[src/hdl/met_pkg.sv]
`timescale 1ns / 1ps
// Shared types, widths, reset values and helpers for the escape-time pixel block.
// No dependencies; every other file refers to it by scoped names.
package met_pkg;

    localparam int COORD_BITS = 11;
    localparam int FRAC_BITS  = 28;
    localparam int WORD_BITS  = 32;
    localparam int COUNT_BITS = 12;
    localparam int COLOR_BITS = 8;
    localparam int GREEN_BITS = 6;
    localparam int BLUE_BITS  = 7;
    localparam int CFG_INDEX_BITS = 3;

    // Wide intermediate for sums that still need a shift and a clamp.
    localparam int WIDE_BITS =
        (WORD_BITS + FRAC_BITS + 3 > 2 * WORD_BITS + 2) ?
        (WORD_BITS + FRAC_BITS + 3) : (2 * WORD_BITS + 2);
    // Width of |z|^2 and of the radius bound 4.0 at twice the fraction bits.
    localparam int SUM_BITS =
        (2 * FRAC_BITS + 3 > 2 * WORD_BITS) ? (2 * FRAC_BITS + 3) : (2 * WORD_BITS);
    localparam int PROD_BITS = COORD_BITS + 1 + WORD_BITS;
    localparam int DIV_BITS  = COUNT_BITS + COLOR_BITS;

    typedef logic signed [WORD_BITS-1:0] word_t;
    typedef logic [COUNT_BITS-1:0]       count_t;
    typedef logic [COLOR_BITS-1:0]       color_t;

    localparam logic [SUM_BITS-1:0] RADIUS_BOUND = SUM_BITS'(4) << (2 * FRAC_BITS);

    // Register indexes on the configuration port.
    localparam logic [CFG_INDEX_BITS-1:0] REG_REAL_START = CFG_INDEX_BITS'(0);
    localparam logic [CFG_INDEX_BITS-1:0] REG_REAL_STEP  = CFG_INDEX_BITS'(1);
    localparam logic [CFG_INDEX_BITS-1:0] REG_IMAG_START = CFG_INDEX_BITS'(2);
    localparam logic [CFG_INDEX_BITS-1:0] REG_IMAG_STEP  = CFG_INDEX_BITS'(3);
    localparam logic [CFG_INDEX_BITS-1:0] REG_ITER_LIMIT = CFG_INDEX_BITS'(4);

    localparam word_t  RESET_REAL_START = -32'sd657666867;
    localparam word_t  RESET_REAL_STEP  = 32'sd489335;
    localparam word_t  RESET_IMAG_START = -32'sd268435456;
    localparam word_t  RESET_IMAG_STEP  = 32'sd497103;
    localparam count_t RESET_ITER_LIMIT = COUNT_BITS'(100);

    // Command and status between the top level and the iteration core.
    typedef struct packed {
        logic   go;
        word_t  cr;
        word_t  ci;
        count_t limit;
    } iter_cmd_t;

    typedef struct packed {
        logic   done;
        count_t count;
    } iter_stat_t;

    // Word handed from one divider cell to the next.
    typedef struct packed {
        logic                valid;
        logic [DIV_BITS-1:0] rem;
        logic [DIV_BITS-1:0] dvs;
        color_t              quo;
    } div_word_t;

    // Clamp a wide signed value to the word range.
    function automatic word_t sat_word(input logic signed [WIDE_BITS-1:0] v);
        logic [WIDE_BITS-WORD_BITS:0] top;
        top = v[WIDE_BITS-1:WORD_BITS-1];
        if ((&top) || (~|top))
            return v[WORD_BITS-1:0];
        else if (v[WIDE_BITS-1])
            return {1'b1, {(WORD_BITS-1){1'b0}}};
        else
            return {1'b0, {(WORD_BITS-1){1'b1}}};
    endfunction

endpackage

[src/hdl/met_div_cell.sv]
`timescale 1ns / 1ps
// One restoring-division cell: decides one quotient bit and hands the word on.
// Depends on met_pkg.
module met_div_cell
(
    input  logic                clk,
    input  logic                rst_n,
    input  met_pkg::div_word_t  w_in,
    output met_pkg::div_word_t  w_out
);

    met_pkg::div_word_t w_reg;
    met_pkg::div_word_t w_next;
    logic               fits;

    always_comb
    begin
        fits         = (w_in.rem >= w_in.dvs);
        w_next.valid = w_in.valid;
        w_next.rem   = fits ? (w_in.rem - w_in.dvs) : w_in.rem;
        w_next.dvs   = w_in.dvs >> 1;
        w_next.quo   = {w_in.quo[met_pkg::COLOR_BITS-2:0], fits};
    end

    always_ff @(posedge clk or negedge rst_n)
    begin
        if (!rst_n)
        begin
            w_reg <= '0;
        end
        else
        begin
            w_reg <= w_next;
        end
    end

    assign w_out = w_reg;

endmodule

[config.mk]
export PLATFORM = sky130hd
export DESIGN_NAME = met_div_cell
export DESIGN_NICKNAME = d
export VERILOG_FILES = /design/src/hdl/met_pkg.sv /design/src/hdl/met_div_cell.sv
export SDC_FILE = /design/constraint.sdc
export NUM_CORES = 1
export LEC_CHECK = 0
export BUFFER_PORTS_ARGS = -buffer_cell sky130_fd_sc_hd__buf_2
export CAP_MARGIN = 15
export CORE_AREA = 2 2 75 77
export CTS_CLUSTER_DIAMETER = 150
export DETAILED_ROUTE_END_ITERATION = 6
export DIE_AREA = 0 0 77 79
export GPL_TIMING_DRIVEN = 0
export HOLD_SLACK_MARGIN = 0.02
export PLACE_DENSITY_LB_ADDON = 0.1
export SLEW_MARGIN = 0
export SYNTH_ARGS = -nofsm -noshare
export SYNTH_HDL_FRONTEND = slang
export SYNTH_SLANG_ARGS = --single-unit
[constraint.sdc]
create_clock -name clk -period 1.4 [get_ports clk]
set_clock_uncertainty 0.2 [all_clocks]
set_input_delay 0.14 -clock clk [delete_from_list [all_inputs] [get_ports clk]]
set_output_delay 0.14 -clock clk [all_outputs]
set_load 0.03 [all_outputs]
==> impl_metrics.csv <==
group,metric,value,unit
outcome,status,"complete, but fails checks",
outcome,violations,"negative hold slack, negative setup slack",
synth,yosys_warnings,0,
power_and_ir_drop,power.share.clock,0.243,
worst_setup_path,worstPathArrival,2.17,ns
synth,ys_seq_area_frac,0.449,
floorplan,start_util,0.501,
synth,syn_area_per_cell,11.4,µm²
floorplan,die_area,6080,µm²
routing,drc,0,
floorplan,die-width,77,µm
synth,synth_edf_count,0,
clock_network,root_buffer,"clkbuf_8",
synth,synth_cell_types,50,
timing,finalSetupViolCount,21,
hold_path,holdCritPathClass,"primary input to flop",
floorplan,core_area,5340,µm²
placement,hpwl,4290,µm
synth,synth_seq_cells,48,
clock_network,cts.sinks,48,
worst_setup_path,cp-start-kind,"primary input",
synth,async_reset_ff_frac,1.00,
power_and_ir_drop,vdd.ir_drop.worst,0.719,mV
global_route,grt_max_degree,49,
floorplan,die_y,79,µm
clock_network,cts_buffers,5,
worst_setup_path,critPathMaxFanout,5,
global_route,grt_pass1_vias,2364,
placement,port-buffer-count,97,
finish,nets,475,
routing,routed_wl,6980,µm
hold_path,holdPathStages,3,
synth,syn_area,2670,µm²
timing,fin_setup_tns,-15.34,ns
routing,ant_nets,0,
clock_network,clock_path_buffers,2,
finish,largest_reg_flops,48,
global_route,gr-total-overflow,0,
routing,drt_first_iter_violations,56,
power_and_ir_drop,p_int,2.80,mW
floorplan,rows,27,
finish,n_antenna_cell,0,
routing,vias_per_cell,4.91,
synth,synth_cells,235,
worst_setup_path,required,1.39,ns
clock_network,tritoncts,"built",
power_and_ir_drop,power.leakage,2.06,nW
clock_network,cts_max_level,2,
placement,dpl_worst_slack,-1.30,ns
power_and_ir_drop,pwr-share-comb,0.386,
power_and_ir_drop,sw_frac_of_total,0.335,
power_and_ir_drop,p_sw,1.41,mW
power_and_ir_drop,seq_power_share,0.371,
routing,vias,2335,
global_route,grt_first_pass_wirelength,11000,µm
timing,max_clock_freq,459,MHz
placement,place_congestion,0.833,
synth,synthFlopType,"dfrtp_1",
floorplan,ioPinCount,100,
timing,worst_slack,-0.780,ns
timing,grt_setup_unrepaired,"yes",
global_route,groute.usage.overall,0.232,
timing,final.period_utilization,1.56,
global_route,antenna_found_initial,0,
timing,hold_viol,1,
finish,area_growth,54.7,%
worst_setup_path,critical_path_class,"primary input to flop",
timing,final_max_slew_viol_count,0,
timing,min_period,2.18,ns
routing,drtPass1Iterations,4,
timing,whs,-0.127,ns
finish,drive_gt1_frac,0.436,
power_and_ir_drop,power.density,1020,nW/µm²
worst_setup_path,endpoint_kind,"flop",
flow_run,maxCapViolCount,0,
clock_network,clk_pin_slew,0.09,ns
routing,wl_per_cell,14.7,µm
synth,synth_fp_nets,307,
-- layout make-up --
| class | count | area, µm² |
|---|---|---|
| Timing Repair Buffer | 162 | 1140 |
| Multi-Input combinational cell | 155 | 1440 |
| Clock buffer | 5 | 68.8 |
| Clock inverter | 3 | 42.5 |
| Inverter | 25 | 106 |
| Tap cell | 72 | 90.1 |
| Sequential cell | 48 | 1200 |
| Buffer | 6 | 52.6 |
| Fill cell | 388 | 1200 |
-- layout by cell type (no fill, tap or decap), types with 3 or more instances in the layout --
master | netlist | final
a21o_1 | 4 | 4
buf_8 | 0 | 4
o21ai_0 | 8 | 4
xor2_1 | 8 | 8
nor2_1 | 7 | 7
buf_2 | 0 | 95
inv_1 | 25 | 22
clkbuf_8 | 0 | 5
a211oi_1 | 3 | 3
a21oi_2 | 1 | 3
o21ai_1 | 1 | 5
dlygate4sd3_1 | 0 | 47
nand2_1 | 10 | 10
mux2_4 | 17 | 18
buf_6 | 2 | 4
nor2b_1 | 3 | 3
ha_2 | 0 | 3
o21a_1 | 3 | 3
buf_4 | 2 | 15
xnor2_1 | 9 | 9
nand3_1 | 12 | 12
dfrtp_1 | 48 | 48
ha_1 | 20 | 15
a21oi_1 | 11 | 8
-- cells in the mapped netlist, drive strengths merged, types with 2 or more instances --
cell type / instances / area, µm²
nand2: 10 / 37.5
xnor2: 9 / 78.8
a21oi: 12 / 63.8
nor2: 7 / 26.3
xor2: 8 / 70.1
a31oi: 4 / 40.0
a21o: 5 / 38.8
and2: 4 / 27.5
mux2: 18 / 267
dfrtp: 48 / 1200
ha: 20 / 250
o211ai: 3 / 27.5
nand3: 13 / 70.1
o21bai: 2 / 15.0
nor2b: 4 / 32.5
a211oi: 4 / 42.5
nand4: 2 / 12.5
mux2i: 2 / 20.0
clkbuf: 3 / 11.3
o21a: 3 / 22.5
inv: 25 / 93.8
o21ai: 10 / 53.8
buf: 4 / 37.5
-- routing by layer --
metal | part of all wire | track usage | routed length, µm | vias up
met3 | 0.043 | 0.0420 | 303 | 9
met4 | 0.015 | 0.0643 | 107 | 0
met1 | 0.41 | 0.262 | 2860 | 1105
met2 | 0.53 | 0.446 | 3700 | 66
li1 | - | - | - | 1155
met5 | 0 | 0 | 0 | -
-- critical path: stages --
cell	delay (ns)
buf_8	0.11
inv_12	0.04
ha_4	0.12
fa_2	0.23
nor2b_4	0.05
o211ai_2	0.20
a31oi_4	0.15
o21ai_2	0.15
nand3_2	0.11
a211oi_4	0.26
buf_6	0.17
buf_8	0.13
mux2_4	0.30
-- power by group through the flow --
stage / Sequential, mW / Clock (mW) / Combinational, mW
final: 1.56 / 1.02 / 1.63
after global routing: 1.57 / 1.10 / 1.75
after CTS: 1.56 / 1.03 / 1.58
after detailed placement: 1.59 / 0 / 1.35
after global placement: 1.58 / 0 / 1.34
after floorplan: 1.90 / 0 / 0.660
-- logic make-up after synthesis --
kind of cell	after synthesis	share of synthesized area
compound gates	51	0.141
other cells	1	0.00140
flops	48	0.449
buf+inv	32	0.0533
xor+xnor	17	0.0557
fa+ha+maj	21	0.101
mux	20	0.107
simple gates	45	0.0908
-- repair_timing --
| action | in CTS | in global routing |
|---|---|---|
| setup buffers | 14 | 3 |
| pin swaps | 9 | 5 |
| cloned | 2 | 0 |
| setup endpoints to repair | 21 | 21 |
| hold buffers | 45 | 2 |
| hold endpoints to repair | 95 | 22 |
| gates resized for setup | 30 | 6 |
-- metrics by stage --
step | std cells | power, mW | utilization | instance area, µm²
3_5_place_dp | 404 | 2.94 | 0.616 | 3290
3_3_place_gp | 404 | 2.93 | 0.616 | 3290
5_1_grt | 476 | 4.42 | 0.775 | 4140
2_1_floorplan | 235 | 2.56 | - | 2710
4_1_cts | 471 | 4.17 | 0.761 | 4060
6_report | 476 | 4.21 | 0.775 | 4140
-- path summary, 6_finish.rpt --
check                      startpoint        end  slack [ns]
max                          w_in[28]  w_out[37]       -0.78
min                          w_in[28]  w_out[28]       -0.13
max in group asynchronous       rst_n  w_out[44]        0.37
min in group asynchronous       rst_n  w_out[35]        0.12
No activity file was read; power rests on OpenSTA's default activity.
